### src/rtl/blps_pkg.sv
// ----------------------------------------------------------------------------
// Byte-level pre-token splitter package
// Request types, span kinds, byte classes and the byte-to-unicode mapping.
// ----------------------------------------------------------------------------
package blps_pkg;

    typedef struct packed {
        logic [7:0] data_byte;
        logic       last_byte;
    } t_in_req;

    typedef struct packed {
        logic [8:0]  code_point;
        logic [15:0] utf8_bytes;
        logic [1:0]  utf8_length;
        logic        span_start;
        logic        text_end;
        logic        burst_last;
    } t_out_req;

    typedef enum logic [2:0] {
        KIND_NONE     = 3'd0,
        KIND_LETTER   = 3'd1,
        KIND_DIGIT    = 3'd2,
        KIND_WS       = 3'd3,
        KIND_OTHER_SP = 3'd4,
        KIND_OTHER    = 3'd5
    } t_kind;

    typedef struct packed {
        t_kind      kind;
        logic [1:0] cleft;
    } t_span_st;

    localparam logic [7:0] CH_APOS  = 8'h27;
    localparam logic [7:0] CH_SPACE = 8'h20;
    localparam logic [7:0] CH_S     = 8'h73;
    localparam logic [7:0] CH_T     = 8'h74;
    localparam logic [7:0] CH_M     = 8'h6D;
    localparam logic [7:0] CH_D     = 8'h64;
    localparam logic [7:0] CH_R     = 8'h72;
    localparam logic [7:0] CH_V     = 8'h76;
    localparam logic [7:0] CH_E     = 8'h65;
    localparam logic [7:0] CH_L     = 8'h6C;

    localparam logic [1:0] UTF8_LEN_ONE = 2'd1;
    localparam logic [1:0] UTF8_LEN_TWO = 2'd2;

    function automatic logic is_alpha(input logic [7:0] b);
        return (b >= 8'h61 && b <= 8'h7A) || (b >= 8'h41 && b <= 8'h5A);
    endfunction

    function automatic logic is_num(input logic [7:0] b);
        return b >= 8'h30 && b <= 8'h39;
    endfunction

    function automatic logic is_ws(input logic [7:0] b);
        return b == CH_SPACE || (b >= 8'h09 && b <= 8'h0D);
    endfunction

    function automatic logic is_other(input logic [7:0] b);
        return !is_ws(b) && !is_alpha(b) && !is_num(b);
    endfunction

    // Byte-to-unicode code point: printable bytes map to themselves, the
    // rest are packed from 256 upward in byte order.
    function automatic logic [8:0] map_byte(input logic [7:0] b);
        logic [8:0] cp;
        if (b <= 8'h20) begin
            cp = 9'd256 + {1'b0, b};
        end else if (b >= 8'h7F && b <= 8'hA0) begin
            cp = 9'd289 + ({1'b0, b} - 9'h07F);
        end else if (b == 8'hAD) begin
            cp = 9'd323;
        end else begin
            cp = {1'b0, b};
        end
        return cp;
    endfunction

    function automatic logic continues(input t_kind kind, input logic [7:0] b);
        logic c;
        case (kind)
            KIND_LETTER:   c = is_alpha(b);
            KIND_DIGIT:    c = is_num(b);
            KIND_WS:       c = is_ws(b);
            KIND_OTHER_SP: c = is_other(b);
            KIND_OTHER:    c = is_other(b) && b != CH_APOS;
            default:       c = 1'b0;
        endcase
        return c;
    endfunction

    // Rule selection at a span start, looking up to two bytes ahead.
    function automatic t_span_st open_span(input logic [7:0] b,
                                           input logic h1, input logic [7:0] n1,
                                           input logic h2, input logic [7:0] n2);
        t_span_st s;
        s.kind  = KIND_NONE;
        s.cleft = 2'd0;
        if (b == CH_APOS) begin
            if (h1 && (n1 == CH_S || n1 == CH_T || n1 == CH_M || n1 == CH_D)) begin
                s.cleft = 2'd1;
            end else if (h1 && h2 && (n1 == CH_R || n1 == CH_V) && n2 == CH_E) begin
                s.cleft = 2'd2;
            end else if (h1 && h2 && n1 == CH_L && n2 == CH_L) begin
                s.cleft = 2'd2;
            end
        end else if (b == CH_SPACE && h1 && is_alpha(n1)) begin
            s.kind = KIND_LETTER;
        end else if (is_alpha(b)) begin
            s.kind = KIND_LETTER;
        end else if (b == CH_SPACE && h1 && is_num(n1)) begin
            s.kind = KIND_DIGIT;
        end else if (is_num(b)) begin
            s.kind = KIND_DIGIT;
        end else if (b == CH_SPACE) begin
            s.kind = (h1 && is_other(n1)) ? KIND_OTHER_SP : KIND_WS;
        end else if (is_ws(b)) begin
            s.kind = KIND_WS;
        end else begin
            s.kind = KIND_OTHER;
        end
        return s;
    endfunction

endpackage

### src/rtl/byte_level_pretoken_splitter.sv
// ----------------------------------------------------------------------------
// Byte-level pre-token splitter
// Marks pre-token span starts in a raw byte stream and maps every byte to
// its byte-to-unicode code point and UTF-8 encoding.
// ----------------------------------------------------------------------------
//
//  channel | valid       | ready       | payload   | moves
//  --------+-------------+-------------+-----------+------------------------
//  in      | i_in_valid  | o_in_ready  | i_in_req  | one raw text byte
//  out     | o_out_valid | i_out_ready | o_out_req | one mapped, marked byte
//
//  One input request per cycle in steady flow while the output takes every
//  result; each result leaves two bytes behind its input, from a single
//  output register. A request with last_byte set is appended to the window
//  and starts a drain: the window drains one result per cycle, unless the
//  output stalls, while input is held off.
//  A stall on the output holds the result register and drops o_in_ready.
//  Reset (synchronous, active low) empties the window and the result slot.
//
module byte_level_pretoken_splitter (
    input  logic               i_clk,
    input  logic               i_rst_n,
    input  logic               i_in_valid,
    output logic               o_in_ready,
    input  blps_pkg::t_in_req  i_in_req,
    output logic               o_out_valid,
    input  logic               i_out_ready,
    output blps_pkg::t_out_req o_out_req
);
    import blps_pkg::*;

    // Three-byte window: the byte to emit and one lookahead byte, plus the
    // final byte while draining at end of text.
    logic [7:0] r_win [3];
    logic [7:0] n_win [3];
    logic [1:0] r_cnt,   n_cnt;
    logic       r_flush, n_flush;
    t_kind      r_kind,  n_kind;
    logic [1:0] r_cleft, n_cleft;
    logic       r_ovalid, n_ovalid;
    t_out_req   r_out,    n_out;

    logic       slot_free;
    logic       in_acc;
    logic       emit_go;
    logic       emit_flush;
    logic [7:0] e_b, e_n1, e_n2;
    logic       e_h1, e_h2, e_fin;
    logic       e_start;
    t_span_st   e_open;
    logic [8:0] e_cp;

    assign slot_free  = !r_ovalid || i_out_ready;
    assign o_in_ready = !r_flush && slot_free;
    assign in_acc     = i_in_valid && o_in_ready;
    assign emit_flush = r_flush && slot_free;
    assign emit_go    = emit_flush || (in_acc && !i_in_req.last_byte && r_cnt == 2'd2);

    // Operands of the one emit unit: while draining the window supplies the
    // lookahead, in steady flow the incoming byte is the second lookahead.
    always_comb begin
        e_b   = r_win[0];
        e_n1  = r_win[1];
        e_n2  = r_flush ? r_win[2] : i_in_req.data_byte;
        e_h1  = r_flush ? (r_cnt >= 2'd2) : 1'b1;
        e_h2  = r_flush ? (r_cnt == 2'd3) : 1'b1;
        e_fin = r_flush && r_cnt == 2'd1;
        // Contraction bytes and run continuation both suppress a new span.
        e_start = (r_cleft == 2'd0) && !continues(r_kind, e_b);
        e_open  = open_span(e_b, e_h1, e_n1, e_h2, e_n2);
        e_cp    = map_byte(e_b);
    end

    always_comb begin
        n_win    = r_win;
        n_cnt    = r_cnt;
        n_flush  = r_flush;
        n_kind   = r_kind;
        n_cleft  = r_cleft;
        n_ovalid = r_ovalid && !i_out_ready;
        n_out    = r_out;

        if (emit_go) begin
            n_ovalid          = 1'b1;
            n_out.code_point  = e_cp;
            if (e_cp < 9'd128) begin
                n_out.utf8_bytes  = {e_cp[7:0], 8'h00};
                n_out.utf8_length = UTF8_LEN_ONE;
            end else begin
                n_out.utf8_bytes  = {8'hC0 | {5'd0, e_cp[8:6]}, 8'h80 | {2'd0, e_cp[5:0]}};
                n_out.utf8_length = UTF8_LEN_TWO;
            end
            n_out.span_start  = e_start;
            n_out.text_end    = e_fin;
            // Steady flow gives one result per request; a drain marks only its last.
            n_out.burst_last  = r_flush ? e_fin : 1'b1;
            if (r_cleft != 2'd0) begin
                n_cleft = r_cleft - 2'd1;
            end else if (e_start) begin
                n_kind  = e_open.kind;
                n_cleft = e_open.cleft;
            end
        end

        if (in_acc) begin
            if (i_in_req.last_byte || r_cnt != 2'd2) begin
                // Append at the fill point; a final byte starts the drain.
                case (r_cnt)
                    2'd0:    n_win[0] = i_in_req.data_byte;
                    2'd1:    n_win[1] = i_in_req.data_byte;
                    default: n_win[2] = i_in_req.data_byte;
                endcase
                n_cnt   = r_cnt + 2'd1;
                n_flush = i_in_req.last_byte;
            end else begin
                n_win[0] = r_win[1];
                n_win[1] = i_in_req.data_byte;
            end
        end

        if (emit_flush) begin
            n_win[0] = r_win[1];
            n_win[1] = r_win[2];
            if (r_cnt == 2'd1) begin
                // End of text: back to a fresh text and a fresh span.
                n_cnt   = 2'd0;
                n_flush = 1'b0;
                n_kind  = KIND_NONE;
                n_cleft = 2'd0;
            end else begin
                n_cnt = r_cnt - 2'd1;
            end
        end
    end

    always_ff @(posedge i_clk) begin
        if (!i_rst_n) begin
            r_cnt    <= 2'd0;
            r_flush  <= 1'b0;
            r_kind   <= KIND_NONE;
            r_cleft  <= 2'd0;
            r_ovalid <= 1'b0;
        end else begin
            r_cnt    <= n_cnt;
            r_flush  <= n_flush;
            r_kind   <= n_kind;
            r_cleft  <= n_cleft;
            r_ovalid <= n_ovalid;
        end
    end

    always_ff @(posedge i_clk) begin
        r_win <= n_win;
        r_out <= n_out;
    end

    assign o_out_valid = r_ovalid;
    assign o_out_req   = r_out;

endmodule

### config.mk
export PLATFORM = sky130hd
export DESIGN_NAME = byte_level_pretoken_splitter
export DESIGN_NICKNAME = d
export VERILOG_FILES = /design/src/rtl/blps_pkg.sv /design/src/rtl/byte_level_pretoken_splitter.sv
export SDC_FILE = /design/constraint.sdc
export NUM_CORES = 1
export LEC_CHECK = 0
export ABC_AREA = 1
export CAP_MARGIN = 0
export CORE_UTILIZATION = 55
export CTS_CLUSTER_SIZE = 24
export DETAILED_ROUTE_END_ITERATION = 10
export DONT_BUFFER_PORTS = 1
export PLACE_DENSITY = 0.72
export SYNTH_ARGS = -nofsm -noshare
export SYNTH_HDL_FRONTEND = slang
export SYNTH_SLANG_ARGS = --single-unit
### constraint.sdc
create_clock -name i_clk -period 2.45 [get_ports i_clk]
set_input_delay 0.245 -clock i_clk [delete_from_list [all_inputs] [get_ports i_clk]]
set_output_delay 0.245 -clock i_clk [all_outputs]
set_load 0.01 [all_outputs]
==> results.txt, run 1 <==
----------------------------------------------------
[Global routing]
  Global-route wire length before repair ... between 10000 and 15000 µm
  Initial antenna violation count ... 0
  Vias in the first global route ... 2585
  Global router's overall resource usage ... 0.225
  GR Overflow Total ... 0
  Maximum number of pins on one net before global-route repair ... 26

[Final layout]
  Post-route standard cell area excluding fillers ... between 3000 and 4000 µm²
  Layout Nets ... around 440
  Final core area utilization ... 0.630
  Flip-flop and latch area ... between 1500 and 2000 µm²
  Most common library cell in the layout ignoring fill and taps ... nand2_1
  Share of layout cells above drive strength 1 ... 0.116
  Non-filler cells, final ... between 400 and 500
  Number of inserted filler cells in the final layout ... 505
  Area of the multi-input gates ... 1340 µm²
  Top library cells by usage in the layout, fill and taps aside ... 98 x nand2_1, 66 x inv_1, 52 x edfxtp_1
  Relative area change from synthesis to final layout ... 9.30%
  Diodes inserted ... 0

[Synth]
  Flip-flop and latch count after synthesis ... 61
  Number of unique standard cell types used by synthesis ... 34
  Adder and majority gate portion of the synthesized area ... 0.0255
  Post-synthesis average cell area ... 8.47 µm²
  Multiplexer fraction of the synthesized cell area ... 0
  Number of warnings issued by yosys ... 0
  Xor/xnor share of the synthesized area ... 0.0102
  Post-synthesis sequential area ratio ... 0.507
  Main combinational cell family by area after synthesis ... simple AND/OR/NAND/NOR gates
  Compound-cell area share of the yosys netlist ... 0.0871
  Mapped Cells ... 405
  Synthesized area ... between 3000 and 4000 µm²
  Net count after synthesis ... 425
  Simple-gate share of the synthesized area ... 0.267

[Worst setup path]
  Maximum fanout along the worst path ... 13
  CP Cell Sequence ... inv_1, ha_1, nand2_2, o221ai_2, nand2_2, nand3_2, inv_1, nand3_1
  Crit. Startpoint ... e_b[1]$_DFFE_PP_
  Worst flop-to-flop path startpoint ... e_b[1]$_DFFE_PP_
  Reg2Reg Setup Slack ... between 300 and 400 ps
  Cell with the biggest individual delay on the critical path ... edfxtp_1
  Element type at the critical path end ... flip-flop
  Startpoint class of the critical path ... flip-flop
  Worst Path Class, Setup ... flip-flop to flip-flop
  Largest stage delay on the critical path ... 530 ps
  Depth of the worst register-to-register path ... 8
  Required time at the endpoint of the critical path ... 2540 ps
  Reg2Reg Capture Point ... o_out_req[19]$_SDFFCE_PN1N_
  Worst Path Arrival ... 2200 ps
  Timing endpoint of the critical path ... o_out_req[19]$_SDFFCE_PN1N_

[Outcome]
  Result of the run ... finished clean

[Clocking]
  TritonCTS clock tree ... built
  Reg clk slew, reported paths ... ~80 ps
  Clock H-tree levels ... 3
  Clock Root Buffer ... clkbuf_8
  Number of clock buffers inserted by TritonCTS ... 9
  Clock latency of the later-clocked register in the worst-skew pair ... 340 ps
  Num Clock Sinks ... 61
  Maximum number of buffers from clock root to sink ... 2

[Timing]
  Total Neg Setup Slack ... 0 ps
  Final hold violation count ... 0
  Hold Worst Slack ... 48.7 ps
  Final worst path period share ... 0.861
  Final period demand of the worst path ... between 2000 and 2500 ps
  Crit path setup slack, layout ... ~340 ps
  Setup violators final ... 0
  Setup repair after global routing missed its margin ... no
  Post-route clock skew ... 11.8 ps
  Slew Viols, Final ... 0
  Highest attainable clock frequency ... ~470 MHz

[Drt]
  TritonRoute pass-1 iters ... 4
  Via count normalized by instance count ... 5.37
  Initial DRC Count ... 127
  Routed vias ... 2671
  Routed length per instance ... about 14 µm
  Total length of routed wires ... 6770 µm
  Remaining number of nets flagged by the antenna check after routing ... 0
  Post-route DRC violation count ... 0

[Die]
  Number of standard-cell rows in the floorplan ... 28
  DIE HEIGHT ... 81.0 µm
  Die width ... about 81 µm
  Core Area ... approximately 6000 µm²
  Die Area ... 6560 µm²
  Number of ports placed on the die boundary ... 45
  Initial Utilization ... 0.576

[Hold path]
  Path category of the worst min-delay check ... primary input to flip-flop

[Placement]
  Final HPWL DP ... a little over 5000 µm
  Final RePlAce weighted congestion ... 0.949
  Placed cells ... between 400 and 500
  Number of I/O port buffers ... 0
  Post-place setup slack ... 358 ps
  Cell area reported after detailed placement ... between 3000 and 4000 µm²

[Power and ir drop]
  Power density relative to cell area ... 813 nW/µm²
  Peak ir drop on the vdd network ... 488 µV
  Lkg Pwr ... about 1.7 nW
  Post-route total power ... 3.05 mW

[Flow run]
  Max-Cap Viols ... 0

----------------------------------------------------
==> routing by layer <==
layer	part of all wire	up-vias	routed length, µm	GRT usage
met5	0	-	0	0
met4	0.021	0	140	0.116
met3	0.038	15	260	0.0427
met2	0.52	85	3550	0.414
met1	0.42	1225	2830	0.244
li1	-	1346	-	-
==> synth_stat cells <==
library cell  number  share of area
nand3_2            4          0.012
buf_4              3         0.0066
or2_2              1         0.0018
o22ai_1           12          0.022
xor2_1             4          0.010
inv_1             66          0.072
inv_2              4         0.0044
nor2_2             3         0.0055
a211oi_1           2         0.0044
nand2_1           98           0.11
a21oi_1           14          0.020
o21ai_0           11          0.016
clkinv_1           1         0.0011
nor2_4             3         0.0098
o21ai_2            1         0.0026
a31oi_1            1         0.0018
buf_2              3         0.0044
nor2_1            43          0.047
nand3_1           34          0.050
nand4_1            4         0.0073
edfxtp_1          52           0.45
conb_1             1         0.0011
o21a_1             1         0.0022
and3_1             1         0.0018
o211ai_1           1         0.0022
buf_6              4          0.013
o221ai_2           1         0.0044
o31ai_2            1         0.0036
nand4_4            1         0.0062
nand2_2            8          0.015
nor3_1             3         0.0044
ha_1               7          0.026
dfxtp_1            9          0.052
a21oi_2            3         0.0077
==> final cells by class <==
class,instances,area share
Clock buffer,9,0.0330
Clock inverter,7,0.0217
Inverter,71,0.0710
Multi-Input combinational cell,263,0.358
Sequential cell,61,0.464
Tap cell,75,0.0250
Timing Repair Buffer,11,0.0274
==> registers in the layout, summed over array words and instances, names as in the netlist <==
signal / cells
o_out_req: 28
e_b: 8
e_n1: 8
r_win: 8
r_kind: 3
r_cleft: 2
r_cnt: 2
o_out_valid: 1
r_flush: 1
==> repair_timing <==
action	in CTS	in global routing
endpoints found under the hold margin	8	0
hold buffers	8	0
buffers inserted	0	0
gates resized for setup	0	0
==> how the worst min path moves through the flow <==
stage / cells past startpoint / slack (ps) / end / from
finish: 2 / 50 / r_flush$_SDFF_PN0_ / i_in_req[0]
floorplan: 0 / 340 / r_win[0]$_DFFE_PP_ / i_in_req[1]
CTS: 2 / 40 / r_flush$_SDFF_PN0_ / i_in_req[0]
detailed placement: 0 / 340 / r_win[6]$_DFFE_PP_ / i_in_req[7]
global route: 2 / 50 / r_flush$_SDFF_PN0_ / i_in_req[0]
global placement: 0 / 340 / r_win[6]$_DFFE_PP_ / i_in_req[7]
==> report_power, final <==
group          internal [mW]  total (mW)  switching, mW  leakage [nW]
Clock                  0.483       0.928          0.445         0.101
Sequential              1.32        1.47          0.142         0.563
Combinational          0.208       0.657          0.449         0.996
Total                   2.02        3.05           1.04          1.66
==> critical path, delay by kind of cell (launching register included) <==
kind	cells	cell delay [ps]
AND/OR/NAND/NOR	4	680
flip-flops	1	530
buffers and inverters	2	300
adder cells (fa/ha/maj)	1	240
AO/OA/AOI/OAI	1	110
==> logic make-up (layout without fill, tap and decap cells) <==
kind of cell	Yosys count	count (layout)
flops	61	61
xor+xnor	4	4
other cells	1	1
buf+inv	81	98
compound gates	48	48
simple gates	203	203
fa+ha+maj	7	7
No activity file was read; power rests on OpenSTA's default activity.
==> run 2: changes to the inputs <==
--- a/config.mk
+++ b/config.mk
@@ -9,2 +9,3 @@
 export CAP_MARGIN = 0
+export CORE_ASPECT_RATIO = 1.5
 export CORE_UTILIZATION = 55
==> constraint.sdc (replaced) <==
create_clock -name i_clk -period 2.45 [get_ports i_clk]
set_input_delay 0.49 -clock i_clk [delete_from_list [all_inputs] [get_ports i_clk]]
set_output_delay 0.49 -clock i_clk [all_outputs]
set_load 0.01 [all_outputs]
==> run 2 against run 1 <==
  * Total power up 1.6%
  * Hold slack better by 180 ps
  * Sequential share of layout area up 0.93 points
  * Critical path type unchanged
  * Critical endpoint unchanged
  * Largest cell class unchanged
==> results.txt, run 2 (same netlist as run 1, synthesis figures left out) <==
----------------------------------------------------
[Power and ir drop]
  Peak ir drop on the vdd network ... 467 µV (-4.1%)
  Internal power ... 2.10 mW (+4.0%)
  Proportion of total power due to net switching ... 0.324 (-0.0152)
  Lkg Pwr ... 1.62 nW (-2.2%)
  Reg power frac ... 0.472 (-0.008)
  Power density relative to cell area ... 843 nW/µm² (+3.7%)
  Switching pwr ... 1.01 mW (-2.9%)
  Comb pwr share ... 0.210 (-0.005)
  Clock share of power ... 0.317 (+0.013)

[Worst setup path]
  Required time at the endpoint of the critical path ... 2550 ps (about the same)
  Element type at the critical path end ... flip-flop
  Worst Path Class, Setup ... flip-flop to flip-flop
  Cell with the biggest individual delay on the critical path ... edfxtp_1
  Depth of the worst register-to-register path ... 8 (unchanged)
  Largest delay contributor family on the critical path ... simple AND/OR/NAND/NOR gates
  Worst Path Arrival ... 2210 ps (about the same)
  CP Cell Sequence ... inv_1, ha_1, nand2_2, o221ai_2, nand2_2, nand3_2, inv_1, nand3_1
  Startpoint class of the critical path ... flip-flop
  Reg2Reg Setup Slack ... 340 ps (about the same)
  Worst flop-to-flop path startpoint ... e_b[1]$_DFFE_PP_
  Total number of cells along the worst setup path ... 8 (unchanged)
  Reg2Reg Capture Point ... o_out_req[19]$_SDFFCE_PN1N_
  Maximum fanout along the worst path ... 13 (unchanged)
  Buffer and inverter count on the worst path ... 2 (unchanged)
  Largest stage delay on the critical path ... 550 ps (+20 ps)

[Final layout]
  Relative area change from synthesis to final layout ... 7.15%
  Most common library cell in the layout ignoring fill and taps ... nand2_1
  Flip-flop count of the largest register, all copies and words added ... 28 (unchanged)
  Diodes inserted ... 0 (unchanged)
  Top library cells by usage in the layout, fill and taps aside ... 98 x nand2_1, 66 x inv_1, 52 x edfxtp_1
  Layout Nets ... 429 (-1.8%)
  Non-filler cells, final ... 486 (-2.2%)
  Share of layout cells above drive strength 1 ... 0.116 (-0.000172)

[Timing]
  Final worst path period share ... 0.862 (about the same)
  Setup violators final ... 0 (unchanged)
  Total Neg Setup Slack ... 0 ps (unchanged)
  Slew Viols, Final ... 0 (unchanged)
  Final hold violation count ... 0 (unchanged)
  Final period demand of the worst path ... 2110 ps (+1.79 ps)
  Setup repair after global routing missed its margin ... no
  Crit path setup slack, layout ... 338 ps (-1.79 ps)
  Hold Worst Slack ... 226 ps (+177 ps)
  Post-route clock skew ... 8.06 ps (-3.70 ps)
  Highest attainable clock frequency ... 473 MHz (about the same)

[Drt]
  Via count normalized by instance count ... 5.50 (+2.4%)
  Initial DRC Count ... 175 (+38%)
  Total length of routed wires ... 6870 µm (+1.5%)
  TritonRoute pass-1 iters ... 4 (unchanged)
  Post-route DRC violation count ... 0 (unchanged)
  Remaining number of nets flagged by the antenna check after routing ... 0 (unchanged)
  Routed length per instance ... 14.1 µm (+3.8%)
  Routed vias ... 2674 (+0.11%)

[Die]
  Core Area ... 5910 µm² (-0.71%)
  Number of ports placed on the die boundary ... 45 (unchanged)
  Die width ... 66.5 µm (-18%)
  Number of standard-cell rows in the floorplan ... 34 (+21%)
  DIE HEIGHT ... 98.7 µm (+22%)
  Die Area ... 6570 µm² (about the same)
  Initial Utilization ... 0.580 (+0.00415)

[Hold path]
  Hold Path Cell Cnt ... 0 (-2)
  HP Start ... i_in_req[7]
  WHS Endpoint ... r_win[6]$_DFFE_PP_
  Path category of the worst min-delay check ... primary input to flip-flop

[Outcome]
  Result of the run ... finished clean

[Clocking]
  TritonCTS clock tree ... built
  Maximum number of buffers from clock root to sink ... 2 (unchanged)
  Clock latency of the later-clocked register in the worst-skew pair ... 350 ps (about the same)
  Hold-fix buffers at CTS ... 0 (-8)
  Number of clock buffers inserted by TritonCTS ... 9 (unchanged)
  Cts repair resizes ... 0 (unchanged)
  Clock H-tree levels ... 3 (unchanged)
  Number of post-CTS setup repair buffers ... 0 (unchanged)
  Num Clock Sinks ... 61 (unchanged)
  Clock Root Buffer ... clkbuf_8
  Reg clk slew, reported paths ... 70 ps (about the same)

[Global routing]
  Maximum number of pins on one net before global-route repair ... 30 (+15%)
  GR Overflow Total ... 0 (unchanged)
  Global-route wire length before repair ... 11200 µm (+0.81%)
  Vias in the first global route ... 2591 (+0.23%)
  Global router's overall resource usage ... 0.236 (+0.0109)
  Initial antenna violation count ... 0 (unchanged)

[Placement]
  Post-place setup slack ... 351 ps (-7.46 ps)
  Number of I/O port buffers ... 0 (unchanged)
  Final HPWL DP ... 5270 µm (+3.2%)
  Final RePlAce weighted congestion ... 0.884 (-6.9%)
  Placed cells ... 470 (-0.63%)

[Flow run]
  Max-Cap Viols ... 0 (unchanged)

----------------------------------------------------
[run 2: changes by cell type in the layout (fill, tap and decap cells not counted), sizes merged]
cell | before | now
dlygate4sd3 | 8 | 0
clkinvlp | 1 | 3
bufinv | 1 | 2
clkinv | 3 | 2
inv | 73 | 70
clkbuf | 9 | 10
[run 2: area by class of cell]
type                    count  area [µm²]
repair buffers              3        22.5
inverters                  71         267
clock buffers              10         128
flip-flops and latches     61        1740
clock inverters             6        87.6
well taps                  72        90.1
multi-input cells         263        1340
fillers                   495        2240
[run 2: per-stage QoR]
stage               instance area (µm²)  total power, mW   util
floorplan                          3430             2.01      -
global placement                   3460             2.11  0.585
detailed placement                 3460             2.14  0.585
CTS                                3680             3.12  0.622
global route                       3680             3.27  0.622
finish                             3680             3.10  0.622
[run 2: worst max path at each step]
stage	from	end	slack (ps)
detailed placement	e_b[1]$_DFFE_PP_	o_out_req[19]$_SDFFCE_PN1N_	350
CTS	e_b[1]$_DFFE_PP_	o_out_req[19]$_SDFFCE_PN1N_	330
global placement	e_b[1]$_DFFE_PP_	o_out_req[19]$_SDFFCE_PN1N_	430
floorplan	i_out_ready	r_win[0]$_DFFE_PP_	220
finish	e_b[1]$_DFFE_PP_	o_out_req[19]$_SDFFCE_PN1N_	340
global route	e_b[1]$_DFFE_PP_	o_out_req[19]$_SDFFCE_PN1N_	110
[run 2: power by group through the flow]
stage,Combinational [mW],Sequential (mW),Clock [mW]
floorplan,0.566,1.44,0
global placement,0.632,1.48,0
detailed placement,0.649,1.49,0
CTS,0.653,1.46,0.999
global route,0.750,1.48,1.04
finish,0.651,1.47,0.984
[run 2: worst register-to-register path: cells and delay by family, from the launching register on]
family | cells | cell delay (ps)
AOI/OAI and AO/OA | 1 | 120
DFF | 1 | 550
and+or+nand+nor | 4 | 660
buffers and inverters | 2 | 280
adders and majority gates | 1 | 240
[run 2: layer usage]
layer / track usage / up-vias / share of wire / wire length [µm]
met5: 0 / - / 0 / 0
met4: 0.178 / 0 / 0.045 / 310
met3: 0.0475 / 25 / 0.032 / 221
met2: 0.434 / 81 / 0.57 / 3900
met1: 0.217 / 1240 / 0.36 / 2440
li1: - / 1328 / - / -
==> run 3: changes to the inputs <==
Settings changed: BUFFER_PORTS_ARGS set to -buffer_cell sky130_fd_sc_hd__buf_4, DONT_BUFFER_PORTS 1 to unset, PLACE_DENSITY 0.72 to 0.79, SKIP_CTS_REPAIR_TIMING set to 1.
==> run 3 against run 2 <==
  * Cell count rose by 8.8%
  * Sequential cell count unchanged
  * Utilization grew 5.3 points
  * Sequential power decreased by 3%
  * Critical path type unchanged
  * Critical endpoint unchanged
  * Largest cell class unchanged
  * Highest routed layer unchanged
==> results.txt, run 3 (same netlist as run 1, synthesis figures left out) <==
----------------------------------------------------
[Worst setup path]
  Largest delay contributor family on the critical path ... simple AND/OR/NAND/NOR gates
  Worst Path Arrival ... 2260 ps (+50 ps)
  Startpoint class of the critical path ... flip-flop
  Maximum fanout along the worst path ... 13 (unchanged)
  Cell with the biggest individual delay on the critical path ... edfxtp_1
  Worst Path Class, Setup ... flip-flop to flip-flop
  CP Cell Sequence ... inv_1, ha_1, nand2_2, o221ai_2, nand2_2, nand3_2, inv_1, nand3_1
  Required time at the endpoint of the critical path ... 2540 ps (about the same)
  Element type at the critical path end ... flip-flop
  Largest stage delay on the critical path ... 560 ps (about the same)
  Buffer and inverter count on the worst path ... 2 (unchanged)

[Global routing]
  Global-route wire length before repair ... 11800 µm (+4.8%)
  GR Overflow Total ... 0 (unchanged)
  Global router's overall resource usage ... 0.245 (+0.00905)
  Maximum number of pins on one net before global-route repair ... 27 (-10%)
  Vias in the first global route ... 2858 (+10%)
  Initial antenna violation count ... 0 (unchanged)

[Placement]
  Final RePlAce weighted congestion ... 0.912 (+3.2%)
  Number of I/O port buffers ... 43 (+43)
  Final HPWL DP ... 5430 µm (+3.1%)
  Post-place setup slack ... 308 ps (-43.3 ps)

[Drt]
  Total length of routed wires ... 7120 µm (+3.6%)
  Remaining number of nets flagged by the antenna check after routing ... 0 (unchanged)
  Routed length per instance ... 13.5 µm (-4.8%)
  Routed vias ... 2859 (+6.9%)
  Initial DRC Count ... 214 (+22%)
  Via count normalized by instance count ... 5.40 (-1.8%)
  TritonRoute pass-1 iters ... 5 (+1)
  Post-route DRC violation count ... 0 (unchanged)

[Die]
  Number of standard-cell rows in the floorplan ... 34 (unchanged)
  Initial Utilization ... 0.580 (unchanged)
  DIE HEIGHT ... 98.7 µm (unchanged)
  Number of ports placed on the die boundary ... 45 (unchanged)
  Core Area ... 5910 µm² (unchanged)
  Die Area ... 6570 µm² (unchanged)
  Die width ... 66.5 µm (unchanged)

[Final layout]
  Share of layout cells above drive strength 1 ... 0.195 (+0.0788)
  Layout Nets ... 472 (+10%)
  Most common library cell in the layout ignoring fill and taps ... nand2_1
  Diodes inserted ... 0 (unchanged)
  Flip-flop count of the largest register, all copies and words added ... 28 (unchanged)
  Number of inserted filler cells in the final layout ... 490 (-1.0%)
  Flip-flop and latch area ... 1740 µm² (unchanged)
  Relative area change from synthesis to final layout ... 16.3%
  Top library cells by usage in the layout, fill and taps aside ... 98 x nand2_1, 66 x inv_1, 52 x edfxtp_1
  Area of the multi-input gates ... 1340 µm² (unchanged)

[Clocking]
  Reg clk slew, reported paths ... 60 ps (about the same)
  Clock Root Buffer ... clkbuf_8
  Clock H-tree levels ... 3 (unchanged)
  Number of clock buffers inserted by TritonCTS ... 9 (unchanged)
  Num Clock Sinks ... 61 (unchanged)
  TritonCTS clock tree ... built
  Clock latency of the later-clocked register in the worst-skew pair ... 340 ps (about the same)
  Maximum number of buffers from clock root to sink ... 2 (unchanged)

[Power and ir drop]
  Lkg Pwr ... 1.84 nW (+13%)
  Proportion of total power due to net switching ... 0.315 (-0.00934)
  Reg power frac ... 0.455 (-0.017)
  Clock share of power ... 0.297 (-0.020)
  Comb pwr share ... 0.248 (+0.038)
  Internal power ... 2.16 mW (+3.0%)
  Switching pwr ... 0.992 mW (-1.3%)
  Post-route total power ... 3.15 mW (+1.6%)
  Peak ir drop on the vdd network ... 507 µV (+8.5%)
  Power density relative to cell area ... 790 nW/µm² (-6.3%)

[Timing]
  Setup violators final ... 0 (unchanged)
  Slew Viols, Final ... 0 (unchanged)
  Post-route clock skew ... 4.23 ps (-3.83 ps)
  Crit path setup slack, layout ... 282 ps (-56.2 ps)
  Highest attainable clock frequency ... 461 MHz (-2.6%)
  Final worst path period share ... 0.885 (+0.0230)
  Final hold violation count ... 0 (unchanged)
  Setup repair after global routing missed its margin ... no
  Final period demand of the worst path ... 2170 ps (+56.2 ps)
  Total Neg Setup Slack ... 0 ps (unchanged)

[Outcome]
  Result of the run ... finished clean

[Hold path]
  Path category of the worst min-delay check ... primary input to flip-flop

[Flow run]
  Max-Cap Viols ... 0 (unchanged)

----------------------------------------------------
run 3: metal layers:
layer	track usage	vias to the layer above	part of all wire
li1	-	1409	-
met5	0	-	0
met4	0.182	0	0.045
met2	0.444	99	0.57
met3	0.0729	29	0.043
met1	0.217	1322	0.34
run 3: power by group through the flow:
stage | Combinational (mW) | Sequential [mW] | Clock [mW]
floorplan | 0.566 | 1.44 | 0
finish | 0.782 | 1.43 | 0.936
CTS | 0.781 | 1.43 | 0.957
detailed placement | 0.772 | 1.45 | 0
global placement | 0.746 | 1.45 | 0
global route | 0.882 | 1.45 | 1.01
run 3: area by class of cell:
cell class / count / share of cell area
multi-input combinational: 263 / 0.336
clock buffer: 10 / 0.0320
timing repair buffer: 46 / 0.0865
clock inverter: 6 / 0.0194
tap: 72 / 0.0226
inverter: 71 / 0.0668
sequential: 61 / 0.437
run 3: metrics by stage:
step,util,std cells,cell area (µm²),hold WS (ps)
floorplan,-,405,3430,478
global placement,0.640,513,3780,490
detailed placement,0.640,513,3780,505
CTS,0.675,529,3990,318
global route,0.675,529,3990,312
finish,0.675,529,3990,330
run 3: final timing paths:
path | cells past startpoint | startpoint | slack, ps | endpoint
worst max-delay path | 8 | e_b[1]$_DFFE_PP_ | 280 | o_out_req[19]$_SDFFCE_PN1N_
worst min-delay path | 1 | i_in_req[6] | 330 | r_win[5]$_DFFE_PP_
worst max register to register | 8 | e_b[1]$_DFFE_PP_ | 280 | o_out_req[19]$_SDFFCE_PN1N_
worst min register to register | 2 | r_cleft[1]$_SDFF_PN0_ | 520 | r_cleft[1]$_SDFF_PN0_
run 3: worst register-to-register path: stages (launching register included):
cell      delay [ps]
edfxtp_1         560
inv_1            130
ha_1             240
nand2_2          110
o221ai_2         110
nand2_2          210
nand3_2          290
inv_1            180
nand3_1           90
